<file path="config.mk">
export PLATFORM = sky130hd
export DESIGN_NAME = touch_gesture_dimmer_top
export DESIGN_NICKNAME = d
export VERILOG_FILES = /design/src/rtl/tgd_pkg.sv /design/src/rtl/tgd_front.sv /design/src/rtl/tgd_core.sv /design/src/rtl/tgd_outq.sv /design/src/rtl/touch_gesture_dimmer_top.sv
export VERILOG_INCLUDE_DIRS = /design/src /design/src/rtl
export SDC_FILE = /design/constraint.sdc
export NUM_CORES = 1
export LEC_CHECK = 0
export BUFFER_PORTS_ARGS = -buffer_cell sky130_fd_sc_hd__buf_4
export CAP_MARGIN = 20
export CELL_PAD_IN_SITES_DETAIL_PLACEMENT = 0
export CELL_PAD_IN_SITES_GLOBAL_PLACEMENT = 1
export CORE_UTILIZATION = 50
export DETAILED_ROUTE_END_ITERATION = 6
export GPL_ROUTABILITY_DRIVEN = 0
export HOLD_SLACK_MARGIN = 0.03
export PLACE_DENSITY_LB_ADDON = 0.1
export SYNTH_ARGS = -nofsm -noshare
export SYNTH_HDL_FRONTEND = slang
export SYNTH_HIERARCHICAL = 1
export SYNTH_SLANG_ARGS = --single-unit
</file>
<file path="constraint.sdc">
create_clock -name clk -period 11.1 [get_ports clk]
set_input_delay 1.665 -clock clk [delete_from_list [all_inputs] [get_ports clk]]
set_output_delay 1.665 -clock clk [all_outputs]
set_load 0.02 [all_outputs]
</file>
<file path="src/rtl/touch_gesture_dimmer_top_macros.svh">
// Assertion macros shared by the touch gesture dimmer RTL.
`ifndef TOUCH_GESTURE_DIMMER_TOP_MACROS_SVH
`define TOUCH_GESTURE_DIMMER_TOP_MACROS_SVH

`ifndef SYNTHESIS
`define TGD_ASSERT_ALWAYS(lbl, cond) \
  lbl: assert property (@(posedge clk) disable iff (rst) (cond)) \
    else $error("touch gesture dimmer: invariant violated");
`else
`define TGD_ASSERT_ALWAYS(lbl, cond)
`endif

`ifndef SYNTHESIS
`define TGD_ASSERT_IMPLIES(lbl, ante, cons) \
  lbl: assert property (@(posedge clk) disable iff (rst) (ante) |-> (cons)) \
    else $error("touch gesture dimmer: implication violated");
`else
`define TGD_ASSERT_IMPLIES(lbl, ante, cons)
`endif

`endif

</file>
<file path="src/rtl/tgd_pkg.sv">
// Types and constants of the touch gesture dimmer.
package tgd_pkg;

  localparam int CFG_IDX_W  = 3;
  localparam int CFG_DATA_W = 16;

  typedef enum logic [CFG_IDX_W-1:0] {
    REG_PIN_INVERT      = 3'd0,
    REG_SETTLE_TICKS    = 3'd1,
    REG_HOLD_THRESH_MS  = 3'd2,
    REG_DTAP_WINDOW_MS  = 3'd3,
    REG_BRIGHT_STEP     = 3'd4,
    REG_BRIGHT_STEP_MS  = 3'd5,
    REG_CT_STEP         = 3'd6,
    REG_CT_STEP_MS      = 3'd7
  } reg_idx_t;

  localparam logic [15:0] RST_SETTLE_TICKS   = 16'd40;
  localparam logic [15:0] RST_HOLD_THRESH_MS = 16'd450;
  localparam logic [15:0] RST_DTAP_WINDOW_MS = 16'd300;
  localparam logic [7:0]  RST_BRIGHT_STEP    = 8'd2;
  localparam logic [15:0] RST_BRIGHT_STEP_MS = 16'd20;
  localparam logic [8:0]  RST_CT_STEP        = 9'd5;
  localparam logic [15:0] RST_CT_STEP_MS     = 16'd40;
  localparam logic [7:0]  LEVEL_RESET        = 8'd128;
  localparam logic [15:0] AGE_MAX            = 16'hFFFF;

  typedef struct packed {
    logic        pin_invert;
    logic [15:0] settle_ticks;
    logic [15:0] hold_after;
    logic [15:0] dtap_window;
    logic [7:0]  level_step;
    logic [15:0] level_interval;
    logic [8:0]  ct_step;
    logic [15:0] ct_interval;
  } cfg_t;

  typedef struct packed {
    logic pin_level;
    logic consume_tap;
  } sample_t;

  // Classified tick as it travels from front to back.
  typedef struct packed {
    logic touched;
    logic consume_tap;
  } tick_t;

  typedef struct packed {
    logic       press_pulse;
    logic       power_toggle;
    logic       hold_mode;
    logic       mode_flip;
    logic [7:0] brightness_level;
    logic       brightness_update;
    logic [8:0] ct_mired;
    logic       ct_update;
    logic       level_commit;
    logic       commit_ct;
  } result_t;

endpackage

</file>
<file path="src/rtl/tgd_front.sv">
// Front end: accept ticks, classify the pin level, buffer in a two-entry queue.
`include "touch_gesture_dimmer_top_macros.svh"

module tgd_front (
  input  logic             clk,
  input  logic             rst,
  input  logic             pin_invert,
  input  logic             push,
  output logic             full,
  input  tgd_pkg::sample_t sample,
  output logic             head_valid,
  output tgd_pkg::tick_t   head,
  input  logic             take
);

  tgd_pkg::tick_t slot [2];
  logic           rd_ptr;
  logic           wr_ptr;
  logic [1:0]     count;
  logic [1:0]     count_next;
  logic           do_push;
  logic           do_take;
  tgd_pkg::tick_t classified;

  assign full       = count[1];
  assign head_valid = (count != 2'd0);
  assign head       = slot[rd_ptr];
  assign do_push    = push & ~full;
  assign do_take    = take & head_valid;

  always_comb begin
    classified.touched     = sample.pin_level ^ pin_invert;
    classified.consume_tap = sample.consume_tap;
  end

  always_comb begin
    count_next = count;
    if (do_push && !do_take) begin
      count_next = count + 2'd1;
    end else if (!do_push && do_take) begin
      count_next = count - 2'd1;
    end
  end

  always_ff @(posedge clk) begin
    if (rst) begin
      rd_ptr <= 1'b0;
      wr_ptr <= 1'b0;
      count  <= 2'd0;
    end else begin
      count <= count_next;
      if (do_push) begin
        wr_ptr <= ~wr_ptr;
      end
      if (do_take) begin
        rd_ptr <= ~rd_ptr;
      end
    end
  end

  always_ff @(posedge clk) begin
    if (do_push) begin
      slot[wr_ptr] <= classified;
    end
  end

  `TGD_ASSERT_ALWAYS(a_front_count_bound, count != 2'd3)

endmodule

</file>
<file path="src/rtl/tgd_core.sv">
// Back: debounce, press tracking, hold ramp, tap timing; one tick per ready cycle.
`include "touch_gesture_dimmer_top_macros.svh"

module tgd_core #(
  parameter int BRIGHT_MIN = 0,
  parameter int BRIGHT_MAX = 255,
  parameter int TEMP_MIN   = 200,
  parameter int TEMP_MAX   = 455
) (
  input  logic             clk,
  input  logic             rst,
  input  tgd_pkg::cfg_t    cfg,
  input  logic             tick_valid,
  input  tgd_pkg::tick_t   tick,
  input  logic             out_ready,
  output logic             tick_take,
  output tgd_pkg::result_t res
);

  localparam logic signed [10:0] B_LO = 11'(BRIGHT_MIN);
  localparam logic signed [10:0] B_HI = 11'(BRIGHT_MAX);
  localparam logic signed [10:0] T_LO = 11'(TEMP_MIN);
  localparam logic signed [10:0] T_HI = 11'(TEMP_MAX);
  localparam logic [8:0] TEMP_RESET   = 9'((TEMP_MIN + TEMP_MAX) / 2);

  typedef struct packed {
    logic [8:0] value;
    logic       down;
  } ramp_t;

  function automatic logic [15:0] age_inc(input logic [15:0] a);
    age_inc = (a == tgd_pkg::AGE_MAX) ? a : a + 16'd1;
  endfunction

  // Step, clamp, and turn around at either end.
  function automatic ramp_t ramp_step(input logic [8:0] cur, input logic [8:0] step,
                                      input logic down, input logic signed [10:0] lo,
                                      input logic signed [10:0] hi);
    logic signed [10:0] v;
    ramp_t              r;
    if (down) begin
      v = $signed({2'b00, cur}) - $signed({2'b00, step});
    end else begin
      v = $signed({2'b00, cur}) + $signed({2'b00, step});
    end
    if (v < lo) begin
      v = lo;
    end
    if (v > hi) begin
      v = hi;
    end
    r.value = v[8:0];
    r.down  = down;
    if (v == hi && !down) begin
      r.down = 1'b1;
    end else if (v == lo && down) begin
      r.down = 1'b0;
    end
    ramp_step = r;
  endfunction

  logic        stable_touched, stable_touched_next;
  logic [15:0] debounce_left, debounce_left_next;
  logic        debounce_busy, debounce_busy_next;
  logic        is_pressed, is_pressed_next;
  logic [15:0] press_age, press_age_next;
  logic        hold_on, hold_on_next;
  logic [15:0] step_age, step_age_next;
  logic        ramp_down, ramp_down_next;
  logic        next_ramp_down, next_ramp_down_next;
  logic        tap_pending, tap_pending_next;
  logic [15:0] tap_age, tap_age_next;
  logic        suppress_tap, suppress_tap_next;
  logic        mode_ct, mode_ct_next;
  logic [7:0]  level_now, level_now_next;
  logic [8:0]  temp_now, temp_now_next;
  ramp_t       rb;
  ramp_t       rc;

  assign tick_take = tick_valid & out_ready;

  always_comb begin
    stable_touched_next = stable_touched;
    debounce_left_next  = debounce_left;
    debounce_busy_next  = debounce_busy;
    is_pressed_next     = is_pressed;
    hold_on_next        = hold_on;
    ramp_down_next      = ramp_down;
    next_ramp_down_next = next_ramp_down;
    tap_pending_next    = tap_pending;
    suppress_tap_next   = suppress_tap;
    mode_ct_next        = mode_ct;
    level_now_next      = level_now;
    temp_now_next       = temp_now;
    press_age_next      = age_inc(press_age);
    step_age_next       = age_inc(step_age);
    tap_age_next        = age_inc(tap_age);
    res                 = '0;

    // Debounce, then press or release on the resample.
    if (debounce_busy) begin
      if (debounce_left <= 16'd1) begin
        debounce_busy_next = 1'b0;
        debounce_left_next = 16'd0;
        if (tick.touched != stable_touched) begin
          stable_touched_next = tick.touched;
          if (tick.touched) begin
            is_pressed_next   = 1'b1;
            press_age_next    = 16'd0;
            hold_on_next      = 1'b0;
            suppress_tap_next = 1'b0;
            res.press_pulse   = 1'b1;
            if (tick.consume_tap) begin
              suppress_tap_next = 1'b1;
              tap_pending_next  = 1'b0;
            end
          end else begin
            is_pressed_next = 1'b0;
            hold_on_next    = 1'b0;
            if (hold_on) begin
              next_ramp_down_next = ~next_ramp_down;
              if (mode_ct) begin
                res.commit_ct = 1'b1;
              end else begin
                res.level_commit = 1'b1;
              end
            end else if (suppress_tap) begin
              suppress_tap_next = 1'b0;
              tap_pending_next  = 1'b0;
            end else if (!tap_pending) begin
              tap_pending_next = 1'b1;
              tap_age_next     = 16'd0;
            end else if (tap_age_next <= cfg.dtap_window) begin
              tap_pending_next = 1'b0;
              mode_ct_next     = ~mode_ct;
              res.mode_flip    = 1'b1;
            end else begin
              tap_age_next = 16'd0;
            end
          end
        end
      end else begin
        debounce_left_next = debounce_left - 16'd1;
      end
    end else if (tick.touched != stable_touched) begin
      debounce_busy_next = 1'b1;
      debounce_left_next = cfg.settle_ticks;
    end

    // Hold start.
    if (is_pressed_next && !hold_on_next && press_age_next >= cfg.hold_after) begin
      hold_on_next   = 1'b1;
      step_age_next  = 16'd0;
      ramp_down_next = next_ramp_down_next;
    end

    // Ramp step in the current mode.
    rb = ramp_step({1'b0, level_now}, {1'b0, cfg.level_step}, ramp_down_next, B_LO, B_HI);
    rc = ramp_step(temp_now, cfg.ct_step, ramp_down_next, T_LO, T_HI);
    if (hold_on_next && is_pressed_next) begin
      if (!mode_ct_next) begin
        if (step_age_next >= cfg.level_interval) begin
          step_age_next         = 16'd0;
          level_now_next        = rb.value[7:0];
          ramp_down_next        = rb.down;
          res.brightness_update = 1'b1;
        end
      end else if (step_age_next >= cfg.ct_interval) begin
        step_age_next  = 16'd0;
        temp_now_next  = rc.value;
        ramp_down_next = rc.down;
        res.ct_update  = 1'b1;
      end
    end

    // Single tap timeout.
    if (tap_pending_next && tap_age_next >= cfg.dtap_window) begin
      tap_pending_next = 1'b0;
      res.power_toggle = 1'b1;
    end

    res.hold_mode        = mode_ct_next;
    res.brightness_level = level_now_next;
    res.ct_mired         = temp_now_next;
  end

  always_ff @(posedge clk) begin
    if (rst) begin
      stable_touched <= 1'b0;
      debounce_left  <= 16'd0;
      debounce_busy  <= 1'b0;
      is_pressed     <= 1'b0;
      press_age      <= 16'd0;
      hold_on        <= 1'b0;
      step_age       <= 16'd0;
      ramp_down      <= 1'b0;
      next_ramp_down <= 1'b0;
      tap_pending    <= 1'b0;
      tap_age        <= 16'd0;
      suppress_tap   <= 1'b0;
      mode_ct        <= 1'b0;
      level_now      <= tgd_pkg::LEVEL_RESET;
      temp_now       <= TEMP_RESET;
    end else if (tick_take) begin
      stable_touched <= stable_touched_next;
      debounce_left  <= debounce_left_next;
      debounce_busy  <= debounce_busy_next;
      is_pressed     <= is_pressed_next;
      press_age      <= press_age_next;
      hold_on        <= hold_on_next;
      step_age       <= step_age_next;
      ramp_down      <= ramp_down_next;
      next_ramp_down <= next_ramp_down_next;
      tap_pending    <= tap_pending_next;
      tap_age        <= tap_age_next;
      suppress_tap   <= suppress_tap_next;
      mode_ct        <= mode_ct_next;
      level_now      <= level_now_next;
      temp_now       <= temp_now_next;
    end
  end

  `TGD_ASSERT_IMPLIES(a_hold_needs_press, hold_on, is_pressed)
  `TGD_ASSERT_IMPLIES(a_idle_debounce_clear, !debounce_busy, debounce_left == 16'd0)
  `TGD_ASSERT_IMPLIES(a_commit_on_release, tick_take && (res.level_commit || res.commit_ct),
                      hold_on && !res.press_pulse)

endmodule

</file>
<file path="src/rtl/tgd_outq.sv">
// Result queue: two entries so the back end keeps running while a result waits.
`include "touch_gesture_dimmer_top_macros.svh"

module tgd_outq (
  input  logic             clk,
  input  logic             rst,
  input  logic             push,
  input  tgd_pkg::result_t push_data,
  output logic             ready,
  input  logic             pop,
  output logic             empty,
  output tgd_pkg::result_t head
);

  tgd_pkg::result_t slot [2];
  logic             rd_ptr;
  logic             wr_ptr;
  logic [1:0]       count;
  logic [1:0]       count_next;
  logic             do_pop;

  assign ready  = ~count[1];
  assign empty  = (count == 2'd0);
  assign head   = slot[rd_ptr];
  assign do_pop = pop & ~empty;

  always_comb begin
    count_next = count;
    if (push && !do_pop) begin
      count_next = count + 2'd1;
    end else if (!push && do_pop) begin
      count_next = count - 2'd1;
    end
  end

  always_ff @(posedge clk) begin
    if (rst) begin
      rd_ptr <= 1'b0;
      wr_ptr <= 1'b0;
      count  <= 2'd0;
    end else begin
      count <= count_next;
      if (push) begin
        wr_ptr <= ~wr_ptr;
      end
      if (do_pop) begin
        rd_ptr <= ~rd_ptr;
      end
    end
  end

  always_ff @(posedge clk) begin
    if (push) begin
      slot[wr_ptr] <= push_data;
    end
  end

  `TGD_ASSERT_IMPLIES(a_no_push_when_full, push, count != 2'd2)

endmodule

</file>
<file path="src/rtl/touch_gesture_dimmer_top.sv">
// Top level of the touch gesture dimmer: config registers, front end, back end, result queue.
// An accepted item is registered in the front queue; its result is registered in the result queue, then poppable.
// Throughput: one item per cycle; the back end retires one front-queue tick per cycle while the result queue has room.
// The front and result queues are two entries each, so either side may stall alone.
// Reset (synchronous, rst high): queues empty, gesture state cleared, brightness 128,
// colour temperature at the range midpoint, registers at defaults; no clearing pass.
`include "touch_gesture_dimmer_top_macros.svh"

module touch_gesture_dimmer_top #(
  parameter int BRIGHT_MIN = 0,
  parameter int BRIGHT_MAX = 255,
  parameter int TEMP_MIN   = 200,
  parameter int TEMP_MAX   = 455
) (
  input  logic                            clk,
  input  logic                            rst,
  // Tick input channel
  input  logic                            push,
  output logic                            full,
  input  tgd_pkg::sample_t                sample,
  // Result channel
  output logic                            empty,
  input  logic                            pop,
  output tgd_pkg::result_t                result,
  // Register write channel
  input  logic                            cfg_valid,
  output logic                            cfg_ready,
  input  logic [tgd_pkg::CFG_IDX_W-1:0]   cfg_index,
  input  logic [tgd_pkg::CFG_DATA_W-1:0]  cfg_data
);

  tgd_pkg::cfg_t    cfg;
  tgd_pkg::tick_t   head;
  tgd_pkg::result_t core_res;
  logic             head_valid;
  logic             take;
  logic             outq_ready;

  // Registers are always writable; write them only while no item is in flight.
  assign cfg_ready = 1'b1;

  always_ff @(posedge clk) begin
    if (rst) begin
      cfg.pin_invert     <= 1'b0;
      cfg.settle_ticks   <= tgd_pkg::RST_SETTLE_TICKS;
      cfg.hold_after     <= tgd_pkg::RST_HOLD_THRESH_MS;
      cfg.dtap_window    <= tgd_pkg::RST_DTAP_WINDOW_MS;
      cfg.level_step     <= tgd_pkg::RST_BRIGHT_STEP;
      cfg.level_interval <= tgd_pkg::RST_BRIGHT_STEP_MS;
      cfg.ct_step        <= tgd_pkg::RST_CT_STEP;
      cfg.ct_interval    <= tgd_pkg::RST_CT_STEP_MS;
    end else if (cfg_valid && cfg_ready) begin
      case (tgd_pkg::reg_idx_t'(cfg_index))
        tgd_pkg::REG_PIN_INVERT:     cfg.pin_invert     <= cfg_data[0];
        tgd_pkg::REG_SETTLE_TICKS:   cfg.settle_ticks   <= cfg_data;
        tgd_pkg::REG_HOLD_THRESH_MS: cfg.hold_after     <= cfg_data;
        tgd_pkg::REG_DTAP_WINDOW_MS: cfg.dtap_window    <= cfg_data;
        tgd_pkg::REG_BRIGHT_STEP:    cfg.level_step     <= cfg_data[7:0];
        tgd_pkg::REG_BRIGHT_STEP_MS: cfg.level_interval <= cfg_data;
        tgd_pkg::REG_CT_STEP:        cfg.ct_step        <= cfg_data[8:0];
        tgd_pkg::REG_CT_STEP_MS:     cfg.ct_interval    <= cfg_data;
        default: begin
        end
      endcase
    end
  end

  // Front: classify the pin as touched or not and queue the tick.
  tgd_front u_front (
    .clk        (clk),
    .rst        (rst),
    .pin_invert (cfg.pin_invert),
    .push       (push),
    .full       (full),
    .sample     (sample),
    .head_valid (head_valid),
    .head       (head),
    .take       (take)
  );

  // Back: advance the gesture state by one tick whenever a tick waits and the result queue has room.
  tgd_core #(
    .BRIGHT_MIN (BRIGHT_MIN),
    .BRIGHT_MAX (BRIGHT_MAX),
    .TEMP_MIN   (TEMP_MIN),
    .TEMP_MAX   (TEMP_MAX)
  ) u_core (
    .clk        (clk),
    .rst        (rst),
    .cfg        (cfg),
    .tick_valid (head_valid),
    .tick       (head),
    .out_ready  (outq_ready),
    .tick_take  (take),
    .res        (core_res)
  );

  // Hold finished results until the consumer pops them.
  tgd_outq u_outq (
    .clk       (clk),
    .rst       (rst),
    .push      (take),
    .push_data (core_res),
    .ready     (outq_ready),
    .pop       (pop),
    .empty     (empty),
    .head      (result)
  );

endmodule
</file>
==> results of run 1 <==
-- per-stage QoR --
step,std cells,instance area [sq um],hold slack (ns),utilization (%)
global route,2215,17400,0.486,56.6
detailed placement,2156,16200,0.462,52.8
CTS,2210,17300,0.474,56.3
global placement,2156,16200,0.447,52.8
finish,2216,17400,0.472,56.6
floorplan,1780,15600,0.436,-
-- critical path: cells and delay by family, from the launching register on --
family          cells  cell delay (ns)
xor+xnor            1             0.17
simple gates       14             4.19
buf+inv             1             0.22
compound gates     11             2.00
fa+ha+maj           2             0.48
flops               1             0.43
-- worst min-delay path by stage --
stage                                                   from                                 end  slack (ns)  depth (start not counted)
after CTS                     u_core/is_pressed$_SDFFE_PP0P_      u_core/is_pressed$_SDFFE_PP0P_        0.47                          2
after detailed placement                cfg[68]$_SDFFE_PP0P_                cfg[68]$_SDFFE_PP0P_        0.46                          2
after global routing                    cfg[68]$_SDFFE_PP0P_                cfg[68]$_SDFFE_PP0P_        0.49                          2
final                         u_core/tap_age[7]$_SDFFE_PP0P_      u_core/tap_age[7]$_SDFFE_PP0P_        0.47                          2
after floorplan           u_core/stable_touched$_SDFFE_PP0P_  u_core/stable_touched$_SDFFE_PP0P_        0.44                          2
after global placement    u_core/stable_touched$_SDFFE_PP0P_  u_core/stable_touched$_SDFFE_PP0P_        0.45                          2
-- per-layer routing --
metal  up-vias  global-route usage [%]  wire length, microns
met3        50                    4.30                  2080
met5         -                       0                     0
met4         0                    6.18                   796
met2       265                    42.1                 18500
li1       6319                       -                     -
met1      5953                    33.1                 18300
-- layout make-up --
cell class | count | area (sq um) | area share, %
multi-input combinational | 1331 | 9210 | 53.1
sequential | 252 | 5590 | 32.2
clock buffer | 30 | 729 | 4.20
timing repair buffer | 68 | 562 | 3.23
tap | 396 | 495 | 2.85
inverter | 114 | 428 | 2.46
clock inverter | 24 | 352 | 2.02
antenna | 1 | 2.50 | 0.0144
-- state kept, by name (all words and copies together), names as in the netlist, 2 cells and up, named ones only --
name                  cells
cfg                      98
u_core/debounce_left     16
u_core/level_now          8
u_core/press_age         16
u_core/step_age          16
u_core/tap_age           16
u_core/temp_now           9
u_front/count             2
u_front/slot              4
u_outq/count              2
u_outq/slot              50
-- Yosys cell counts (10+ instances only) --
master and n:
nor2b_1 30, nor3_1 48, edfxtp_1 54, dfxtp_1 198, a211oi_1 14, or3_1 16
and3_1 19, nor2_1 172, a22oi_1 16, ha_1 123, o211ai_1 10, nand3_1 56
nor4_1 10, xor2_1 18, o21a_1 16, a31oi_1 12, a21oi_1 107, xnor2_1 33
a21o_1 25, o21ai_0 49, nand2_1 140, inv_1 110, nand4_1 17, mux2_2 35
clkbuf_1 54, or2_2 11, buf_2 12, mux2i_1 111, nand2b_1 113
-- power groups by stage --
| stage | Combinational (mW) | Sequential, mW | Clock, mW |
|---|---|---|---|
| global placement | 0.965 | 1.14 | 0 |
| floorplan | 0.716 | 1.12 | 0 |
| detailed placement | 0.973 | 1.14 | 0 |
| CTS | 0.979 | 1.12 | 1.09 |
| finish | 1.00 | 1.11 | 1.07 |
| global route | 1.11 | 1.13 | 1.12 |
-- cells in the final DEF (no fill, tap or decap), drive strengths merged, types with 5 or more instances in the layout --
cell	Yosys	final
nor4	12	12
nand4	18	18
ha	123	123
nand2b	113	113
o21a	16	16
edfxtp	54	54
a21o	25	25
dfxtp	198	198
o31ai	9	9
nand2	141	141
or2	11	11
xor2	18	18
clkinv	4	10
nand3	56	56
or3	17	17
a211oi	14	14
a31oi	12	12
mux2i	111	111
and3	19	19
inv	110	117
a22oi	16	16
xnor2	33	33
a2111oi	6	6
o211a	7	7
a211o	5	5
mux2	35	35
and2	10	10
buf	29	67
o21ai	51	51
o211ai	10	10
nor2b	30	30
clkbuf	54	31
or4	7	7
bufinv	0	7
nor2	173	173
nor3	48	48
o21bai	8	8
a32oi	6	6
a21oi	107	107
-- kinds of logic (layout without fill, tap and decap cells) --
| group | count (synthesis) | after routing | synth area share, % |
|---|---|---|---|
| muxes | 146 | 146 | 9.64 |
| AOI/OAI and AO/OA | 327 | 327 | 13.7 |
| DFF | 252 | 252 | 35.8 |
| buffers and inverters | 197 | 236 | 5.30 |
| other | 1 | 2 | 0.0240 |
| and+or+nand+nor | 679 | 679 | 22.3 |
| adders and majority gates | 127 | 127 | 10.4 |
| xor gates and xnor gates | 51 | 51 | 2.86 |
==> out/metrics.cfg, run 1 <==
[outcome]
status = finished, final reports clean

[timing]
drv_slew = 0
finalCritPeriodShare_pct = 68.6
relSlewSlack_pct = 21.9
skew_ns = 0.0140
rsz0062_at_grt = no
finalSetupViolCount = 0
final.setup.tns_ns = 0
clock.fmax_mhz = 131
hold_viol_final = 0
min_period_ns = 7.61
tightestPinTransition_ns = 1.16
layout_setup_ws_ns = 3.49

[synth]
synth_warnings = 6
syn_avg_cell_area_sq_um = 8.77
yosysTopAreaCell = dfxtp_1
synthFlopType = dfxtp_1
ys_top_cells_by_area = dfxtp_1 25%, edfxtp_1 10%, ha_1 9.9%
syn_nets = 1933
ys_seq_area_share_pct = 35.8
synth_top_area_share_pct = 25.4
netlist_instances = 1780
netlist_area_sq_um = 15600
synth-seq-cells = 252
synthArstFlopShare_pct = 0
synth-edff-count = 54
synthDistinctLibCells = 86

[setup_path]
reg2reg_to = u_core/temp_now[7]$_SDFFE_PP0P_
reg2reg_from = u_core/press_age[7]$_SDFFE_PP0P_
path_class = flip-flop to flip-flop
critPathMaxStageDelay_ns = 0.71
r2r_slack_ns = 3.49
cp.required_ns = 11.55
endpoint = u_core/temp_now[7]$_SDFFE_PP0P_
cp.arrival_ns = 8.06
crit_path_end_kind = flip-flop
crit_start = u_core/press_age[7]$_SDFFE_PP0P_
worstSetupStartpointType = flip-flop
r2r_cells = 29
cp_slowest_cell = nor2_1
worstPathMaxFanout = 23

[power]
p_int_mw = 2.07
ir_worst_vdd_mv = 0.171
p_sw_mw = 1.12
finalPower_mw = 3.19
power_density_nw_per_um2 = 183
leakage_nw = 7.32
switching_share_pct = 35.1
pwr-share-clk_pct = 33.5
share_comb_of_total_power_pct = 31.5
seq_power_share_pct = 35.0

[global_routing]
grt_pass1_wl_mm = 63.0
grtUsageTotal_pct = 25.0
grt-ovfl-total = 0
grt_pass1_vias = 11900
antenna_found_initial = 1
grt_max_degree = 114

[cts]
insertion_delay_ns = 0.56
ctsRootBufferMaster = clkbuf_16
clk_pin_slew_ns = 0.06
cts_inserted_buffers = 29
cts_resized = 0
cts_buffer_depth = 3
clock-sinks = 252
cts_hold_buf = 0
post_cts_buffers = 0
cts_max_level = 1
cts_tree = done

[drt]
final_antenna_net_count = 0
vias = 12600
routed_wl_mm = 39.8
wl_per_cell_microns = 17.9
avgViaCountPerCell = 5.68
drtIter0Drc = 720
drt_drc_violations_left = 0
first_pass_iters = 5

[die]
core_sq_um = 30700
die_h_microns = 179
io_pins = 54
start_util_pct = 50.9
num_rows = 64
die_x_microns = 179
die_area_sq_um = 31900

[finish]
fillCellCount = 2879
drive_above_1_share_pct = 10.1
nets = 1949
areaGrowthSynthToFinish_pct = 11.2

[worst_hold_path]
hold_path.class = flip-flop to flip-flop

[job]
cap_violations = 0

[place]
pre_cts_ws_ns = 2.68
portBuffers = 52
place_hpwl_mm = 29.1

Note: power is estimated with default switching activity, not from simulation.
==> run 2: changes to the inputs <==
--- a/config.mk
+++ b/config.mk
@@ -6,11 +6,12 @@
 export SDC_FILE = /design/constraint.sdc
 export NUM_CORES = 1
 export LEC_CHECK = 0
+export ABC_AREA = 1
 export BUFFER_PORTS_ARGS = -buffer_cell sky130_fd_sc_hd__buf_4
 export CAP_MARGIN = 20
 export CELL_PAD_IN_SITES_DETAIL_PLACEMENT = 0
 export CELL_PAD_IN_SITES_GLOBAL_PLACEMENT = 1
-export CORE_UTILIZATION = 50
+export CORE_UTILIZATION = 42
 export DETAILED_ROUTE_END_ITERATION = 6
 export GPL_ROUTABILITY_DRIVEN = 0
 export HOLD_SLACK_MARGIN = 0.03
==> constraint.sdc (replaced) <==
create_clock -name clk -period 6.95 [get_ports clk]
set_input_delay 1.0425 -clock clk [delete_from_list [all_inputs] [get_ports clk]]
set_output_delay 1.0425 -clock clk [all_outputs]
set_load 0.02 [all_outputs]
==> out/metrics.cfg, run 2 <==
[synth]
synth_top_area_share_pct = 24.7  ; was 25.4%
syn_nets = 2375  ; was 1933
yosys.area_share.simple_pct = 27.5  ; was 22.3%
synthFlopType = dfxtp_1  ; unchanged
synth_xor_xnor_area_share_pct = 3.23  ; was 2.86%
yosysTopAreaCell = dfxtp_1  ; unchanged
netlist_area_sq_um = 16000  ; was 15600 sq um
synthArstFlopShare_pct = 0  ; unchanged
synth.area.mux_share_pct = 2.50  ; was 9.64%
synth-seq-cells = 252  ; unchanged
ys_top_cells_by_area = dfxtp_1 25%, nand2_1 11%, edfxtp_1 10%  ; was dfxtp_1 25%, edfxtp_1 10%, ha_1 9.9%
synth_top_family_by_area = simple AND/OR/NAND/NOR gates  ; unchanged
synth-compound-area-share_pct = 11.6  ; was 13.7%
synthTopCellsByCount = 451 x nand2_1, 315 x inv_1, 298 x nor2_1, 198 x dfxtp_1, 157 x a21oi_1  ; was 198 x dfxtp_1, 172 x nor2_1, 140 x nand2_1, 123 x ha_1, 113 x nand2b_1
synth_warnings = 6  ; unchanged
synthDistinctLibCells = 62  ; was 86
yosys.area_share.adder_pct = 10.1  ; was 10.4%
netlist_instances = 2222  ; was 1780
yosysMostFrequentCell = nand2_1  ; was dfxtp_1
synth-edff-count = 54  ; unchanged
syn_avg_cell_area_sq_um = 7.22  ; was 8.77 sq um
ys_seq_area_share_pct = 34.8  ; was 35.8%

[setup_path]
r2r_slack_ns = 0.73  ; was 3.49 ns
endpoint = u_core/step_age[0]$_SDFFE_PP0P_  ; was u_core/temp_now[7]$_SDFFE_PP0P_
cp_common_cell = nand2_1
reg2reg_to = u_core/step_age[0]$_SDFFE_PP0P_  ; was u_core/temp_now[7]$_SDFFE_PP0P_
critPathMaxStageDelay_ns = 0.45  ; was 0.71 ns
path_class = flip-flop to flip-flop  ; unchanged
worstSetupStartpointType = flip-flop  ; unchanged
cp_slowest_cell = mux2_2  ; was nor2_1
cp.arrival_ns = 6.64  ; was 8.06 ns
r2r_cells = 33  ; was 29
crit_path_end_kind = flip-flop  ; unchanged
worstPathMaxFanout = 19  ; was 23
cp.required_ns = 7.37  ; was 11.55 ns

[timing]
rsz0062_at_grt = no  ; unchanged
drv_slew = 0  ; unchanged
tightestPinTransition_ns = 0.945  ; was 1.16 ns
holdWs_ns = 0.462  ; was 0.472 ns
finalSetupViolCount = 0  ; unchanged
clock.fmax_mhz = 161  ; was 131 MHz
min_period_ns = 6.22  ; was 7.61 ns
final.setup.tns_ns = 0  ; unchanged
relSlewSlack_pct = 36.9  ; was 21.9%
hold_viol_final = 0  ; unchanged
skew_ns = 0.0116  ; was 0.0140 ns
finalCritPeriodShare_pct = 89.5  ; was 68.6%

[finish]
fillCellCount = 3906  ; was 2879
regMostFlops = cfg  ; unchanged
seq_area_sq_um = 5590  ; unchanged
reg_top3 = cfg (98), u_outq/slot (50)  ; unchanged
n_antenna_cell = 0  ; was 1
multi_input_area_sq_um = 8820  ; was 9210 sq um
nets = 2399  ; was 1949
drive_above_1_share_pct = 10.5  ; was 10.1%
final_cell_mix = 450 x nand2_1, 314 x inv_1, 296 x nor2_1, 198 x dfxtp_1, 157 x a21oi_1  ; was 198 x dfxtp_1, 172 x nor2_1, 139 x nand2_1, 123 x ha_1, 113 x nand2b_1
largest_register_ff_count = 98  ; unchanged
areaGrowthSynthToFinish_pct = 11.8  ; was 11.2%
layout_commonest_cell = nand2_1  ; was dfxtp_1

[cts]
post_cts_buffers = 0  ; unchanged
cts_max_level = 1  ; unchanged
clock-sinks = 252  ; unchanged
ctsRootBufferMaster = clkbuf_16  ; unchanged
clk_pin_slew_ns = 0.06  ; about the same
cts_tree = done  ; unchanged
cts_inserted_buffers = 30  ; was 29
insertion_delay_ns = 0.58  ; was 0.56 ns
cts_buffer_depth = 3  ; unchanged

[power]
ir_worst_vdd_mv = 0.215  ; was 0.171 mV
pwr-share-clk_pct = 26.2  ; was 33.5%
p_sw_mw = 2.73  ; was 1.12 mW
leakage_nw = 8.33  ; was 7.32 nW
power_density_nw_per_um2 = 372  ; was 183 nW/um^2
seq_power_share_pct = 30.6  ; was 35.0%
switching_share_pct = 40.9  ; was 35.1%
share_comb_of_total_power_pct = 43.2  ; was 31.5%
p_int_mw = 3.94  ; was 2.07 mW

[place]
place_hpwl_mm = 32.6  ; was 29.1 mm
portBuffers = 52  ; unchanged

[drt]
final_antenna_net_count = 0  ; unchanged
vias = 14200  ; was 12600
drtIter0Drc = 837  ; was 720
routed_wl_mm = 44.2  ; was 39.8 mm
drt_drc_violations_left = 0  ; unchanged
avgViaCountPerCell = 5.09  ; was 5.68
first_pass_iters = 5  ; unchanged
wl_per_cell_microns = 15.9  ; was 17.9 microns

[global_routing]
grtUsageTotal_pct = 23.1  ; was 25.0%
grt_pass1_wl_mm = 71.3  ; was 63.0 mm
grt_max_degree = 77  ; was 114
grt-ovfl-total = 0  ; unchanged
grt_pass1_vias = 13400  ; was 11900
antenna_found_initial = 0  ; was 1

[die]
die_h_microns = 197  ; was 179 microns
io_pins = 54  ; unchanged
die_x_microns = 197  ; was 179 microns
core_sq_um = 37700  ; was 30700 sq um
num_rows = 71  ; was 64
start_util_pct = 42.6  ; was 50.9%
die_area_sq_um = 39000  ; was 31900 sq um

[worst_hold_path]
hold_path.class = flip-flop to flip-flop  ; unchanged

[job]
cap_violations = 0  ; unchanged

[outcome]
status = finished, final reports clean  ; unchanged

==> run 2: changes by cell type in the layout (fill, tap and decap cells not counted), moves of 24 or more <==
| cell | delta |
|---|---|
| a21o_1 | -24 |
| a21oi_1 | +50 |
| inv_1 | +204 |
| mux2_2 | -26 |
| mux2i_1 | -111 |
| nand2_1 | +311 |
| nand2b_1 | -113 |
| nand3_1 | +99 |
| nor2_1 | +124 |
| nor2b_1 | -29 |
| o21ai_0 | +53 |
| xor2_1 | +25 |
==> run 2: cells by family after synthesis <==
kind of cell / Yosys count
flip-flops: 252
AND/OR/NAND/NOR: 1019
other: 1
AO/OA/AOI/OAI: 333
adder cells (fa/ha/maj): 127
multiplexers: 29
buffers and inverters: 404
XOR/XNOR: 57
==> run 2: how the worst min path moves through the flow <==
stage / start / end / slack (ns) / depth (start not counted)
6_report: cfg[5]$_SDFFE_PP1P_ / cfg[5]$_SDFFE_PP1P_ / 0.46 / 2
5_1_grt: cfg[5]$_SDFFE_PP1P_ / cfg[5]$_SDFFE_PP1P_ / 0.49 / 2
4_1_cts: cfg[5]$_SDFFE_PP1P_ / cfg[5]$_SDFFE_PP1P_ / 0.46 / 2
3_5_place_dp: cfg[5]$_SDFFE_PP1P_ / cfg[5]$_SDFFE_PP1P_ / 0.45 / 2
3_3_place_gp: cfg[3]$_SDFFE_PP1P_ / cfg[3]$_SDFFE_PP1P_ / 0.44 / 2
2_1_floorplan: cfg[27]$_SDFFE_PP1P_ / cfg[27]$_SDFFE_PP1P_ / 0.43 / 2
==> run 2: what timing repair did <==
item,CTS,global route
resized for setup,0,1
hold buffers,0,0
setup endpoints to repair,0,21
==> run 2: area by class of cell <==
class	count	area share [%]
sequential	252	31.1
inverter	326	6.85
tap	511	3.56
multi-input combinational	1566	49.2
timing repair buffer	70	3.08
clock inverter	17	1.40
clock buffer	39	4.77
==> run 2: layer usage <==
metal / global-route usage, % / vias up / routed length (microns)
li1: - / 7226 / -
met1: 31.7 / 6529 / 21200
met2: 37.6 / 325 / 19600
met3: 3.09 / 82 / 2020
met4: 7.01 / 0 / 1370
met5: 0 / - / 0
==> run 2: through the flow <==
step                worst slack [ns]  cell area, sq um  total power [mW]  instances  util [%]
floorplan                       1.86             16000              4.17       2222         -
global placement               0.901             16800              4.89       2723      44.6
detailed placement             0.800             16800              4.93       2723      44.6
CTS                            0.757             17900              6.71       2779      47.5
global route                 0.00301             17900              7.16       2781      47.6
finish                         0.727             17900              6.68       2781      47.6
==> run 2: power by group through the flow <==
stage               Combinational [mW]  Sequential (mW)  Clock [mW]
finish                            2.89             2.04        1.75
global route                      3.24             2.08        1.84
CTS                               2.88             2.04        1.79
detailed placement                2.86             2.07           0
global placement                  2.83             2.06           0
floorplan                         2.16             2.01           0
==> run 2: worst max-delay path: cells and delay by family (launching register included) <==
kind,cells,cell delay [ns]
AND/OR/NAND/NOR,17,2.42
multiplexers,1,0.45
flip-flops,1,0.34
AO/OA/AOI/OAI,6,0.85
adder cells (fa/ha/maj),3,0.95
buffers and inverters,6,1.01
